**config.mk**
```make
export PLATFORM = sky130hd
export DESIGN_NAME = smoothed_dry_wet_mixer_with_meter
export DESIGN_NICKNAME = d
export VERILOG_FILES = /design/src/design/sdwm_pkg.sv /design/src/design/smoothed_dry_wet_mixer_with_meter.sv
export SDC_FILE = /design/constraint.sdc
export NUM_CORES = 2
export LEC_CHECK = 0
export BUFFER_PORTS_ARGS = -buffer_cell sky130_fd_sc_hd__buf_2
export CORE_UTILIZATION = 35
export CTS_BUF_LIST = sky130_fd_sc_hd__clkbuf_4 sky130_fd_sc_hd__clkbuf_8 sky130_fd_sc_hd__clkbuf_16
export DETAILED_ROUTE_END_ITERATION = 6
export GPL_TIMING_DRIVEN = 0
export PLACE_DENSITY_LB_ADDON = 0.12
export SYNTH_ARGS = -nofsm -noshare
export SYNTH_HDL_FRONTEND = slang
export SYNTH_SLANG_ARGS = --single-unit
```
**constraint.sdc**
```tcl
create_clock -name aclk -period 19 [get_ports aclk]
set_input_delay 0.95 -clock aclk [delete_from_list [all_inputs] [get_ports aclk]]
set_output_delay 0.95 -clock aclk [all_outputs]
set_load 0.01 [all_outputs]
```
**src/design/sdwm_pkg.sv**
```systemverilog
// Package for the smoothed dry/wet mixer with power meter.
// Holds widths, register indexes, reset values, item types and sequencer states.
// No dependencies.
package sdwm_pkg;

    localparam int SAMPLE_BITS    = 24;
    localparam int POW_BITS       = 2 * SAMPLE_BITS - 2;
    localparam int COEF_BITS      = 24;
    localparam int GAIN_FRAC      = 20;
    localparam int MUL_BITS       = 24;
    localparam int PROD_BITS      = 2 * MUL_BITS;
    localparam int CFG_INDEX_BITS = 3;

    localparam logic [COEF_BITS-1:0] SMOOTH_ALPHA_RST = 24'd16694000;
    localparam logic [COEF_BITS-1:0] METER_ALPHA_RST  = 24'd16774000;
    localparam logic [COEF_BITS-1:0] GAIN_RST         = 24'd1048576;
    localparam logic [COEF_BITS-1:0] WET_RST          = 24'd8388608;

    typedef enum logic [CFG_INDEX_BITS-1:0] {
        REG_SMOOTH_ALPHA,
        REG_METER_ALPHA,
        REG_GAIN_LEFT,
        REG_GAIN_RIGHT,
        REG_WET_LEFT,
        REG_WET_RIGHT,
        REG_BYPASS
    } cfg_index_t;

    typedef struct packed {
        logic signed [SAMPLE_BITS-1:0] wet_left;
        logic signed [SAMPLE_BITS-1:0] wet_right;
        logic signed [SAMPLE_BITS-1:0] dry_left;
        logic signed [SAMPLE_BITS-1:0] dry_right;
    } in_item_t;

    typedef struct packed {
        logic signed [SAMPLE_BITS-1:0] out_left;
        logic signed [SAMPLE_BITS-1:0] out_right;
        logic [POW_BITS-1:0]           wet_power_left;
        logic [POW_BITS-1:0]           wet_power_right;
        logic [POW_BITS-1:0]           dry_power_left;
        logic [POW_BITS-1:0]           dry_power_right;
    } out_item_t;

    typedef enum logic [4:0] {
        ST_IDLE,
        ST_GDIF,
        ST_GMUL,
        ST_GUPD,
        ST_AMUL,
        ST_AUPD,
        ST_WSR,
        ST_D2,
        ST_W2,
        ST_MMUL,
        ST_MUPD,
        ST_WPLO,
        ST_WPHI,
        ST_WPUPD,
        ST_DPLO,
        ST_DPHI,
        ST_DPUPD,
        ST_DONE
    } state_t;

endpackage

```
**src/design/smoothed_dry_wet_mixer_with_meter.sv**
```systemverilog
// A new item is taken only in the idle state, once the previous result has been loaded
// into the output register; bypass skips the arithmetic. Each channel runs ten
// products through one shared 24x24 multiplier under a 16-step sequencer.
// A finished result waits in the output register while the next item is taken.
// Reset (aresetn low, synchronous) restores register defaults, unity gain,
// full wet amount and zero power levels.
module smoothed_dry_wet_mixer_with_meter (
    input  logic                                 aclk,
    input  logic                                 aresetn,
    input  logic                                 cfg_we,
    input  logic [sdwm_pkg::CFG_INDEX_BITS-1:0]  cfg_index,
    input  logic [sdwm_pkg::COEF_BITS-1:0]       cfg_wdata,
    input  logic                                 s_valid,
    output logic                                 s_ready,
    input  sdwm_pkg::in_item_t                   s_item,
    output logic                                 m_valid,
    input  logic                                 m_ready,
    output sdwm_pkg::out_item_t                  m_item
);
    import sdwm_pkg::*;

    localparam int SB     = SAMPLE_BITS;
    localparam int WSR_W  = PROD_BITS - GAIN_FRAC + 1;
    localparam int MIXR_W = PROD_BITS - SB + 2;
    localparam logic [PROD_BITS:0] HALF_COEF = {{PROD_BITS{1'b0}}, 1'b1} << (COEF_BITS - 1);
    localparam logic [PROD_BITS:0] HALF_GAIN = {{PROD_BITS{1'b0}}, 1'b1} << (GAIN_FRAC - 1);
    localparam logic [PROD_BITS:0] HALF_SAMP = {{PROD_BITS{1'b0}}, 1'b1} << (SB - 2);
    localparam logic [SB-1:0] SAMP_MAX = {1'b0, {(SB-1){1'b1}}};
    localparam logic [SB-1:0] SAMP_MIN = {1'b1, {(SB-1){1'b0}}};
    localparam logic [POW_BITS-1:0] POW_MAX = {POW_BITS{1'b1}};

    state_t state_reg, state_next;
    logic   ch_reg;
    logic   m_valid_reg;

    logic [COEF_BITS-1:0] smooth_alpha_reg, meter_alpha_reg;
    logic [COEF_BITS-1:0] gain_tgt_reg [2];
    logic [COEF_BITS-1:0] wet_tgt_reg  [2];
    logic                 bypass_reg;

    logic [COEF_BITS-1:0] gain_lvl_reg [2];
    logic [COEF_BITS-1:0] amt_lvl_reg  [2];
    logic [POW_BITS-1:0]  wp_reg [2];
    logic [POW_BITS-1:0]  dp_reg [2];

    in_item_t             in_reg;
    out_item_t            out_reg;
    logic [SB-1:0]        mix_reg [2];
    logic [SB-1:0]        ws_reg;
    logic [POW_BITS-1:0]  d2_reg, w2_reg, mag_reg, tgt_reg, base_reg;
    logic                 neg_reg;
    logic [PROD_BITS-1:0] prod_reg;

    logic [MUL_BITS-1:0]  mul_a, mul_b;
    logic                 out_load;
    logic                 in_accept;

    logic [SB-1:0]        wet_u, dry_u, wet_mag, dry_mag, ws_mag;
    logic                 wet_neg;
    logic [COEF_BITS-1:0] sm_lvl, sm_tgt, sm_mag;
    logic                 sm_neg;
    logic [POW_BITS-1:0]  pw_lvl, pw_tgt, pw_mag;
    logic                 pw_neg;
    logic [PROD_BITS:0]   sum_coef, sum_gain, sum_mix;
    logic [COEF_BITS-1:0] q24;
    logic [COEF_BITS-1:0] lvl_upd;
    logic [WSR_W-1:0]     ws_r;
    logic [SB-1:0]        ws_next;
    logic [SB:0]          mix_diff;
    logic [SB-1:0]        mix_mag;
    logic [MIXR_W-1:0]    mix_r;
    logic [MIXR_W:0]      dry_ext, mix_r_ext, mix_sum;
    logic [SB-1:0]        mix_sat;
    logic [POW_BITS-1:0]  sq_sat, base_next, pow_upd;

    assign in_accept = s_valid && s_ready;
    assign m_valid   = m_valid_reg;
    assign m_item    = out_reg;

    // Per-channel operands
    assign wet_u   = ch_reg ? in_reg.wet_right : in_reg.wet_left;
    assign dry_u   = ch_reg ? in_reg.dry_right : in_reg.dry_left;
    assign wet_neg = wet_u[SB-1];
    assign wet_mag = wet_neg ? (SB'(0) - wet_u) : wet_u;
    assign dry_mag = dry_u[SB-1] ? (SB'(0) - dry_u) : dry_u;
    assign ws_mag  = ws_reg[SB-1] ? (SB'(0) - ws_reg) : ws_reg;

    // Level minus target for gain and amount
    assign sm_lvl = (state_reg == ST_GDIF) ? gain_lvl_reg[ch_reg] : amt_lvl_reg[ch_reg];
    assign sm_tgt = (state_reg == ST_GDIF) ? gain_tgt_reg[ch_reg] : wet_tgt_reg[ch_reg];
    assign sm_neg = sm_lvl < sm_tgt;
    assign sm_mag = sm_neg ? (sm_tgt - sm_lvl) : (sm_lvl - sm_tgt);

    // Level minus target for the power meters
    assign pw_lvl = (state_reg == ST_MUPD) ? wp_reg[ch_reg] : dp_reg[ch_reg];
    assign pw_tgt = (state_reg == ST_MUPD) ? w2_reg : d2_reg;
    assign pw_neg = pw_lvl < pw_tgt;
    assign pw_mag = pw_neg ? (pw_tgt - pw_lvl) : (pw_lvl - pw_tgt);

    // Rounding of the registered product
    assign sum_coef = {1'b0, prod_reg} + HALF_COEF;
    assign sum_gain = {1'b0, prod_reg} + HALF_GAIN;
    assign sum_mix  = {1'b0, prod_reg} + HALF_SAMP;
    assign q24      = sum_coef[COEF_BITS +: COEF_BITS];
    assign lvl_upd  = neg_reg ? (tgt_reg[COEF_BITS-1:0] - q24) : (tgt_reg[COEF_BITS-1:0] + q24);

    // Scaled wet, saturated
    assign ws_r = sum_gain[PROD_BITS:GAIN_FRAC];
    always_comb begin
        if (|ws_r[WSR_W-1:SB-1]) begin
            ws_next = wet_neg ? SAMP_MIN : SAMP_MAX;
        end else begin
            ws_next = wet_neg ? (SB'(0) - ws_r[SB-1:0]) : ws_r[SB-1:0];
        end
    end

    // Mix
    assign mix_diff  = {ws_reg[SB-1], ws_reg} - {dry_u[SB-1], dry_u};
    assign mix_mag   = mix_diff[SB] ? (SB'(0) - mix_diff[SB-1:0]) : mix_diff[SB-1:0];
    assign mix_r     = sum_mix[PROD_BITS:SB-1];
    assign dry_ext   = {{(MIXR_W + 1 - SB){dry_u[SB-1]}}, dry_u};
    assign mix_r_ext = {1'b0, mix_r};
    assign mix_sum   = neg_reg ? (dry_ext - mix_r_ext) : (dry_ext + mix_r_ext);
    always_comb begin
        if (!((&mix_sum[MIXR_W:SB-1]) || !(|mix_sum[MIXR_W:SB-1]))) begin
            mix_sat = mix_sum[MIXR_W] ? SAMP_MIN : SAMP_MAX;
        end else begin
            mix_sat = mix_sum[SB-1:0];
        end
    end

    // Squares and power steps
    assign sq_sat    = (|prod_reg[PROD_BITS-1:POW_BITS]) ? POW_MAX : prod_reg[POW_BITS-1:0];
    assign base_next = neg_reg ? (tgt_reg - POW_BITS'(q24)) : (tgt_reg + POW_BITS'(q24));
    assign pow_upd   = neg_reg ? (base_reg - prod_reg[POW_BITS-1:0])
                               : (base_reg + prod_reg[POW_BITS-1:0]);

    // Next state
    always_comb begin
        state_next = state_reg;
        case (state_reg)
            ST_IDLE: begin
                if (s_valid) begin
                    state_next = bypass_reg ? ST_DONE : ST_GDIF;
                end
            end
            ST_GDIF:  state_next = ST_GMUL;
            ST_GMUL:  state_next = ST_GUPD;
            ST_GUPD:  state_next = ST_AMUL;
            ST_AMUL:  state_next = ST_AUPD;
            ST_AUPD:  state_next = ST_WSR;
            ST_WSR:   state_next = ST_D2;
            ST_D2:    state_next = ST_W2;
            ST_W2:    state_next = ST_MMUL;
            ST_MMUL:  state_next = ST_MUPD;
            ST_MUPD:  state_next = ST_WPLO;
            ST_WPLO:  state_next = ST_WPHI;
            ST_WPHI:  state_next = ST_WPUPD;
            ST_WPUPD: state_next = ST_DPLO;
            ST_DPLO:  state_next = ST_DPHI;
            ST_DPHI:  state_next = ST_DPUPD;
            ST_DPUPD: state_next = ch_reg ? ST_DONE : ST_GDIF;
            ST_DONE: begin
                if (out_load) begin
                    state_next = ST_IDLE;
                end
            end
            default:  state_next = ST_IDLE;
        endcase
    end

    // Sequencer outputs: handshake and multiplier operands
    always_comb begin
        s_ready  = 1'b0;
        out_load = 1'b0;
        mul_a    = '0;
        mul_b    = '0;
        case (state_reg)
            ST_IDLE: s_ready = 1'b1;
            ST_GMUL, ST_AMUL: begin
                mul_a = smooth_alpha_reg;
                mul_b = mag_reg[MUL_BITS-1:0];
            end
            ST_AUPD: begin
                mul_a = wet_mag;
                mul_b = gain_lvl_reg[ch_reg];
            end
            ST_WSR: begin
                mul_a = dry_mag;
                mul_b = dry_mag;
            end
            ST_D2: begin
                mul_a = ws_mag;
                mul_b = ws_mag;
            end
            ST_MMUL: begin
                mul_a = amt_lvl_reg[ch_reg];
                mul_b = mag_reg[MUL_BITS-1:0];
            end
            ST_WPLO, ST_DPLO: begin
                mul_a = meter_alpha_reg;
                mul_b = mag_reg[MUL_BITS-1:0];
            end
            ST_WPHI, ST_DPHI: begin
                mul_a = meter_alpha_reg;
                mul_b = MUL_BITS'(mag_reg[POW_BITS-1:COEF_BITS]);
            end
            ST_DONE: out_load = !m_valid_reg || m_ready;
            default: begin
                mul_a = '0;
                mul_b = '0;
            end
        endcase
    end

    // Control, configuration and held levels
    always_ff @(posedge aclk) begin
        if (!aresetn) begin
            state_reg        <= ST_IDLE;
            ch_reg           <= 1'b0;
            m_valid_reg      <= 1'b0;
            smooth_alpha_reg <= SMOOTH_ALPHA_RST;
            meter_alpha_reg  <= METER_ALPHA_RST;
            gain_tgt_reg[0]  <= GAIN_RST;
            gain_tgt_reg[1]  <= GAIN_RST;
            wet_tgt_reg[0]   <= WET_RST;
            wet_tgt_reg[1]   <= WET_RST;
            bypass_reg       <= 1'b0;
            gain_lvl_reg[0]  <= GAIN_RST;
            gain_lvl_reg[1]  <= GAIN_RST;
            amt_lvl_reg[0]   <= WET_RST;
            amt_lvl_reg[1]   <= WET_RST;
            wp_reg[0]        <= '0;
            wp_reg[1]        <= '0;
            dp_reg[0]        <= '0;
            dp_reg[1]        <= '0;
        end else begin
            state_reg <= state_next;
            if (out_load) begin
                m_valid_reg <= 1'b1;
            end else if (m_ready) begin
                m_valid_reg <= 1'b0;
            end
            if (in_accept) begin
                ch_reg <= 1'b0;
            end else if (state_reg == ST_DPUPD) begin
                ch_reg <= 1'b1;
            end
            if (cfg_we) begin
                case (cfg_index)
                    REG_SMOOTH_ALPHA: smooth_alpha_reg <= cfg_wdata;
                    REG_METER_ALPHA:  meter_alpha_reg  <= cfg_wdata;
                    REG_GAIN_LEFT:    gain_tgt_reg[0]  <= cfg_wdata;
                    REG_GAIN_RIGHT:   gain_tgt_reg[1]  <= cfg_wdata;
                    REG_WET_LEFT:     wet_tgt_reg[0]   <= cfg_wdata;
                    REG_WET_RIGHT:    wet_tgt_reg[1]   <= cfg_wdata;
                    REG_BYPASS:       bypass_reg       <= cfg_wdata[0];
                    default:          bypass_reg       <= bypass_reg;
                endcase
            end
            case (state_reg)
                ST_GUPD:  gain_lvl_reg[ch_reg] <= lvl_upd;
                ST_AUPD:  amt_lvl_reg[ch_reg]  <= lvl_upd;
                ST_WPUPD: wp_reg[ch_reg]       <= pow_upd;
                ST_DPUPD: dp_reg[ch_reg]       <= pow_upd;
                default: ;
            endcase
        end
    end

    // Datapath
    always_ff @(posedge aclk) begin
        prod_reg <= mul_a * mul_b;
        if (in_accept) begin
            in_reg     <= s_item;
            mix_reg[0] <= s_item.dry_left;
            mix_reg[1] <= s_item.dry_right;
        end
        case (state_reg)
            ST_GDIF, ST_GUPD: begin
                mag_reg <= POW_BITS'(sm_mag);
                neg_reg <= sm_neg;
                tgt_reg <= POW_BITS'(sm_tgt);
            end
            ST_WSR:  ws_reg <= ws_next;
            ST_D2:   d2_reg <= sq_sat;
            ST_W2: begin
                w2_reg  <= sq_sat;
                mag_reg <= POW_BITS'(mix_mag);
                neg_reg <= mix_diff[SB];
            end
            ST_MUPD, ST_WPUPD: begin
                if (state_reg == ST_MUPD) begin
                    mix_reg[ch_reg] <= mix_sat;
                end
                mag_reg <= pw_mag;
                neg_reg <= pw_neg;
                tgt_reg <= pw_tgt;
            end
            ST_WPHI, ST_DPHI: base_reg <= base_next;
            default: base_reg <= base_reg;
        endcase
        if (out_load) begin
            out_reg.out_left        <= mix_reg[0];
            out_reg.out_right       <= mix_reg[1];
            out_reg.wet_power_left  <= wp_reg[0];
            out_reg.wet_power_right <= wp_reg[1];
            out_reg.dry_power_left  <= dp_reg[0];
            out_reg.dry_power_right <= dp_reg[1];
        end
    end

endmodule
```
# Word-level counts from Yosys, hierarchy flattened

Memory sizes are Yosys's and may differ from the RTL's. A register that Yosys moved wholly into a read port is not among the register bits.
Index checks and enable logic that the tools add are counted.

$add $sub $neg: 21
Multipliers: 1
Divide/modulo/power cells: 0
Order comparisons: 2
Equality and inequality tests: 25
Shift-type cells: 0
Multiplexer cells: 101
Bitwise gates (word level): 5
Reductions and logical operators: 30

Operators by type and width:

| kind                     | number |
|---|---|
| $mux W24                 | 22 |
| $mux W46                 | 8 |
| $pmux W24 S6             | 1 |
| $pmux W46 S3             | 1 |
| $sub A46 B46 Y46         | 3 |
| $pmux W24 S5             | 1 |
| $sub A1 B24 Y24 const A  | 5 |
| $pmux W46 S2             | 1 |
| $reduce_or A46 Y1        | 2 |
| $pmux W5 S18             | 1 |
| $reduce_or A24 Y1        | 3 |
| $sub A24 B24 Y24         | 3 |
| $mux W1                  | 60 |
| $add A48 B20 Y49 const B | 1 |
| $add A48 B23 Y49 const B | 1 |
| $add A48 B24 Y48 const B | 1 |
| $mul A24 B24 Y48         | 1 |
| $add A46 B24 Y46         | 1 |
| $add A46 B46 Y46         | 1 |
| $lt A46 B46 Y1           | 1 |
| $sub A46 B24 Y46         | 1 |
| $eq A5 B4 Y1 const B     | 8 |
| $add A27 B26 Y27         | 1 |
| $mux W27                 | 1 |
| 29 further kinds         | 56 |

Bits in registers: 455
Bits in latches: 0
Bits in writable memories: 424
Memory bits (read-only): 0
Bits of input ports: 128
Logic and storage cells: 210
Memories: 7

Memory list:

| memory       | depth | width | read ports | clocked after Yosys merged registers in | write ports | line                                    | text |
|---|---|---|---|---|---|---|---|
| dp_reg       | 2     | 46    | 3          | 3                                       | 2           | smoothed_dry_wet_mixer_with_meter.sv:44 | `logic [POW_BITS-1:0] dp_reg [2];` |
| wp_reg       | 2     | 46    | 3          | 3                                       | 2           | smoothed_dry_wet_mixer_with_meter.sv:43 | `logic [POW_BITS-1:0] wp_reg [2];` |
| amt_lvl_reg  | 2     | 24    | 1          | 1                                       | 2           | smoothed_dry_wet_mixer_with_meter.sv:42 | `logic [COEF_BITS-1:0] amt_lvl_reg [2];` |
| gain_lvl_reg | 2     | 24    | 1          | 1                                       | 2           | smoothed_dry_wet_mixer_with_meter.sv:41 | `logic [COEF_BITS-1:0] gain_lvl_reg [2];` |
| gain_tgt_reg | 2     | 24    | 1          | 1                                       | 2           | smoothed_dry_wet_mixer_with_meter.sv:37 | `logic [COEF_BITS-1:0] gain_tgt_reg [2];` |
| mix_reg      | 2     | 24    | 2          | 2                                       | 2           | smoothed_dry_wet_mixer_with_meter.sv:48 | `logic [SB-1:0] mix_reg [2];` |
| +1 memories  | n/a   | n/a   | n/a        | n/a                                     | n/a         | n/a                                     |  |

# Longest topological paths before layout

Depth in word-level cells: 8
Depth in mapped cells: 43
Gate-level depth less buffers: 36

# Worst setup path after synthesis

OpenSTA, ideal clock, no wires.

Path type: input to register
Start point: in m_ready
End point: reg m_item[0] (netlist name)
Arrival: 10.669 ns
Required time: 18.168 ns
Slack: 7.499 ns
Stages: 2
Path buffers: 0
Cell sequence: nor2b_1 nor2_1

Word-level cells in the longest chain between the ends: 2

Ends and longest elaborated chain:

| element            | line                                     | text |
|---|---|---|
| start, declared    | smoothed_dry_wet_mixer_with_meter.sv:17  | `input logic m_ready,` |
| $logic_or A1 B1 Y1 | smoothed_dry_wet_mixer_with_meter.sv:208 | `ST_DONE: out_load = !m_valid_reg \|\| m_ready;` |
| $mux W1            | smoothed_dry_wet_mixer_with_meter.sv:178 | `case (state_reg)` |
| via out_load       | smoothed_dry_wet_mixer_with_meter.sv:55  | `logic out_load;` |

The timed path passes the listed nets, and every way through them passes these cells.
A chain may end at the register's enable or synchronous reset.

# Worst setup path after layout

Start point: reg ch_reg
End point: reg prod_reg[47]

Word-level cells in the longest chain between the ends: 5
Elaborated cells between the ends (all ways): 9
Classes of those cells: add/sub (2); mul (1); mux (6)

Ends and longest elaborated chain:

| element                                             | line                                                                             | text |
|---|---|---|
| start, declared                                     | smoothed_dry_wet_mixer_with_meter.sv:33                                          | `logic ch_reg;` |
| start signal, assigned                              | smoothed_dry_wet_mixer_with_meter.sv:220                                         | `ch_reg <= 1'b0;` |
| start signal, assigned                              | smoothed_dry_wet_mixer_with_meter.sv:245                                         | `ch_reg <= 1'b0;` |
| start signal, assigned                              | smoothed_dry_wet_mixer_with_meter.sv:247                                         | `ch_reg <= 1'b1;` |
| $mux W24 (on tied branches)                         | smoothed_dry_wet_mixer_with_meter.sv:82, smoothed_dry_wet_mixer_with_meter.sv:81 |  |
| $sub A1 B24 Y24 (on tied branches)                  | smoothed_dry_wet_mixer_with_meter.sv:85, smoothed_dry_wet_mixer_with_meter.sv:84 |  |
| $mux W24 (on tied branches)                         | smoothed_dry_wet_mixer_with_meter.sv:85, smoothed_dry_wet_mixer_with_meter.sv:84 |  |
| $pmux W24 S6 / $pmux W24 S5 (equally long branches) | smoothed_dry_wet_mixer_with_meter.sv:178                                         |  |
| $mul A24 B24 Y48 *                                  | smoothed_dry_wet_mixer_with_meter.sv:273                                         | `prod_reg <= mul_a * mul_b;` |
| end signal, assigned                                | smoothed_dry_wet_mixer_with_meter.sv:273                                         |  |
| end, declared                                       | smoothed_dry_wet_mixer_with_meter.sv:52                                          | `logic [PROD_BITS-1:0] prod_reg;` |

Mark *: on every way between the ends. The rest lies on a longest branch, timed or not.

==> flow_summary.json <==
{
  "status": "complete, but fails checks",
  "violations": "capacitance limit, slew limit",
  "timing_max_transition_violations_final": 12,
  "critical_path.endpoint_type": "register",
  "critPathSlowestCell": "sky130_fd_sc_hd__mux2i_1",
  "drc_errors": 0,
  "ys_dominant_reg_cell": "sky130_fd_sc_hd__edfxtp_1",
  "cts_buffers": 133,
  "clock_tree_from_tritoncts": "done",
  "synth_edf_count": 1007,
  "place.detailed.hpwl_microns": 269500,
  "seq_area_frac_synth_pct": 39.57,
  "postSynthRegisterBits": 1112,
  "final-instance-count-excl-fill": 11670,
  "yosys_warnings": 0,
  "netlist_instances": 7996,
  "syn_to_final_growth_pct": 13.01,
  "cts_hold_buffers": 0,
  "cp_slowest_stage_delay_ns": 1.18,
  "core_area_sq_um": 232300,
  "chipHeight_microns": 485.3,
  "syn_nets": 9080,
  "final_layout_size_suffix_gt1_share_pct": 9.998,
  "buf_inv_stages_crit_path": 11,
  "worstPathArrival_ns": 16.33,
  "grt_start_max_net_pins": 53,
  "unrepaired_setup_endpoints_after_global_routing": "no",
  "port_buffers": 360,
  "netlist_top_cells_area": "sky130_fd_sc_hd__edfxtp_1, sky130_fd_sc_hd__fa_1, sky130_fd_sc_hd__ha_1, sky130_fd_sc_hd__nand2_1, sky130_fd_sc_hd__inv_1",
  "share_of_async_settable_or_async_resettable_flops_after_synthesis_pct": 0,
  "global_route.usage.total_pct": 27.70,
  "grt_pass1_wl_microns": 466200,
  "ctsLongestPathBuffers": 3,
  "postSynthAreaPerCell_sq_um": 10.22,
  "numClockSinks": 1112,
  "hold_violations": 0,
  "ant_nets": 0,
  "fin_nets": 9600,
  "slew-limit-headroom_pct": -2.582,
  "clkTransAtPathRegs_ns": 0.06,
  "detail_route.vias_per_cell": 5.526,
  "root_driver": "sky130_fd_sc_hd__clkbuf_16",
  "netlist.top_cell.by_area": "sky130_fd_sc_hd__edfxtp_1",
  "detailroute.via_count": 64500,
  "drv.max_cap_violation_count": 3,
  "timing_worst_slew_pin_value_ns": 1.528,
  "final_total_negative_setup_slack_ns": 0,
  "synth.lib_cells_used.distinct": 95,
  "post-cts-setup-buffers": 0,
  "mappedNetlistArea_sq_um": 81740,
  "first_global_vias": 64100,
  "finalCritPeriodShare_pct": 82.36,
  "number_of_antenna_violations_at_the_first_check_in_global_routing": 22,
  "dpl.cell_count": 11420,
  "fp-row-count": 177,
  "maximum_frequency_from_static_timing_analysis_mhz": 63.90,
  "min_path_type": "in -> reg",
  "static_leakage_nw": 37.77,
  "maximum_fanout_along_the_worst_path": 10,
  "multi_input_comb_area_sq_um": 44720,
  "peakVddDrop_uv": 107.6,
  "fin_crit_ns": 15.65,
  "dieWidth_microns": 485.3,
  "critPathRequiredTime_ns": 19.68,
  "crit_top_cell": "sky130_fd_sc_hd__fa_1",
  "dieArea_sq_um": 235500,
  "post_cts_resize_count": 0,
  "ws_path_type": "reg -> reg",
  "routabilityCongestion": 0.9910,
  "commonest_cells_in_the_netlist": "sky130_fd_sc_hd__edfxtp_1, sky130_fd_sc_hd__nand2_1, sky130_fd_sc_hd__inv_1",
  "clock_tree.htree_level_count": 4,
  "fillCellCount": 22850,
  "setup_viol": 0,
  "proportion_of_netlist_area_held_by_the_largest_area_contributor_pct": 36.99,
  "cp_top_family": "compound AO/OA/AOI/OAI gates",
  "drt-pass1-iter-count": 6,
  "power.density_nw_per_um2": 137.5,
  "io_pins": 362,
  "worstSkewPairLatency_ns": 0.81,
  "globalRoute.totalOverflow": 0,
  "post_drt_wl_per_cell_microns": 28.32,
  "startpoint_class": "register",
  "largest_register_ffs": 232,
  "initialDrtViolationCount": 6525,
  "post-synth-top-count-cell": "sky130_fd_sc_hd__edfxtp_1",
  "initial_utilization_pct": 35.18,
  "routed_wl_microns": 330600,
  "timing.clock.skew_ns": 0.04193,
  "register_area_sq_um": 32340
}
[cells in the final DEF (no fill, tap or decap), drive strengths merged, types with 17 or more instances in the layout]
master  synthesis  layout
o211ai         41      41
or2            22      22
nand3         149     149
a21boi         28      28
and3           91      91
nand2         871     871
nor3          129     129
o41ai          17      17
nand2b         46      46
o21a           43      43
mux2i         175     175
nand4          62      62
o21bai         57      57
or3            75      75
buf            95     478
ha            466     466
inv           837     851
o31ai          35      35
edfxtp       1007    1007
xnor2         294     294
mux4           94      94
clkinv          1      44
nor2b          46      46
o21ai         326     326
a31oi          68      68
a22oi          25      25
dfxtp         105     105
xor2          170     170
a21o          160     160
a221o          21      21
a211o          52      52
a211oi         53      53
a21oi         446     446
and2          159     159
nor2          671     671
clkbuf        312     479
nor4           36      36
fa            490     490
o22ai          28      28
[cells by family (layout without fill, tap and decap cells)]
logic type	count (synthesis)	count (layout)	share of synthesized area, %
AOI/OAI and AO/OA	1527	1527	11.99
xor gates and xnor gates	465	465	5.001
adders and majority gates	956	956	19.13
buffers and inverters	1245	1871	5.855
DFF	1112	1112	39.57
muxes	284	284	4.944
other	0	6	0
and+or+nand+nor	2407	2407	13.51
[final timing paths]
check                 startpoint           end  slack [ns]  cells past startpoint
setup / recovery          ch_reg  prod_reg[47]        3.35                     41
hold / removal        s_item[67]    in_reg[67]        0.31                      1
setup reg to reg          ch_reg  prod_reg[47]        3.35                     41
hold reg to reg   mix_reg[0][22]   m_item[230]        0.41                      0
[metal layers]
metal / global-route usage, % / part of all wire [%] / up-vias / wire, microns
met4: 13.30 / 5.3 / 16 / 17600
li1: - / - / 28870 / -
met2: 45.25 / 47 / 2556 / 154300
met5: 0 / 0.031 / - / 101
met1: 35.61 / 42 / 32560 / 137600
met3: 4.545 / 6.3 / 495 / 20920
[power by group]
part	switching [W]	leakage, nW	internal, W	total [W]
logic	0.00484	25.1	0.00205	0.00689
registers	0.000150	10.5	0.00303	0.00318
clock network	0.00110	2.21	0.00153	0.00263
total	0.00609	37.8	0.00661	0.0127
[area by class of cell]
| class | instances | area share [%] |
|---|---|---|
| multi-input combinational | 5639 | 48.41 |
| sequential | 1112 | 35.01 |
| tap | 3043 | 4.122 |
| clock buffer | 166 | 3.935 |
| inverter | 838 | 3.408 |
| timing repair buffer | 385 | 2.392 |
| buffer | 407 | 1.788 |
| clock inverter | 75 | 0.9130 |
| antenna | 6 | 0.01625 |
[per-stage QoR]
step | utilization (%) | total power (W) | cell area [sq um] | worst slack, ns | hold WS (ns)
2_1_floorplan | - | 0.007279 | 81740 | 7.499 | 0.4003
3_3_place_gp | 37.60 | 0.009922 | 87350 | 1.561 | 0.4015
3_5_place_dp | 37.82 | 0.009941 | 87870 | 3.560 | 0.4052
4_1_cts | 39.75 | 0.01262 | 92350 | 3.453 | 0.2634
5_1_grt | 39.75 | 0.01329 | 92360 | 2.979 | 0.2702
6_report | 39.76 | 0.01270 | 92370 | 3.351 | 0.3148
Power figures use the tool's default switching activity.
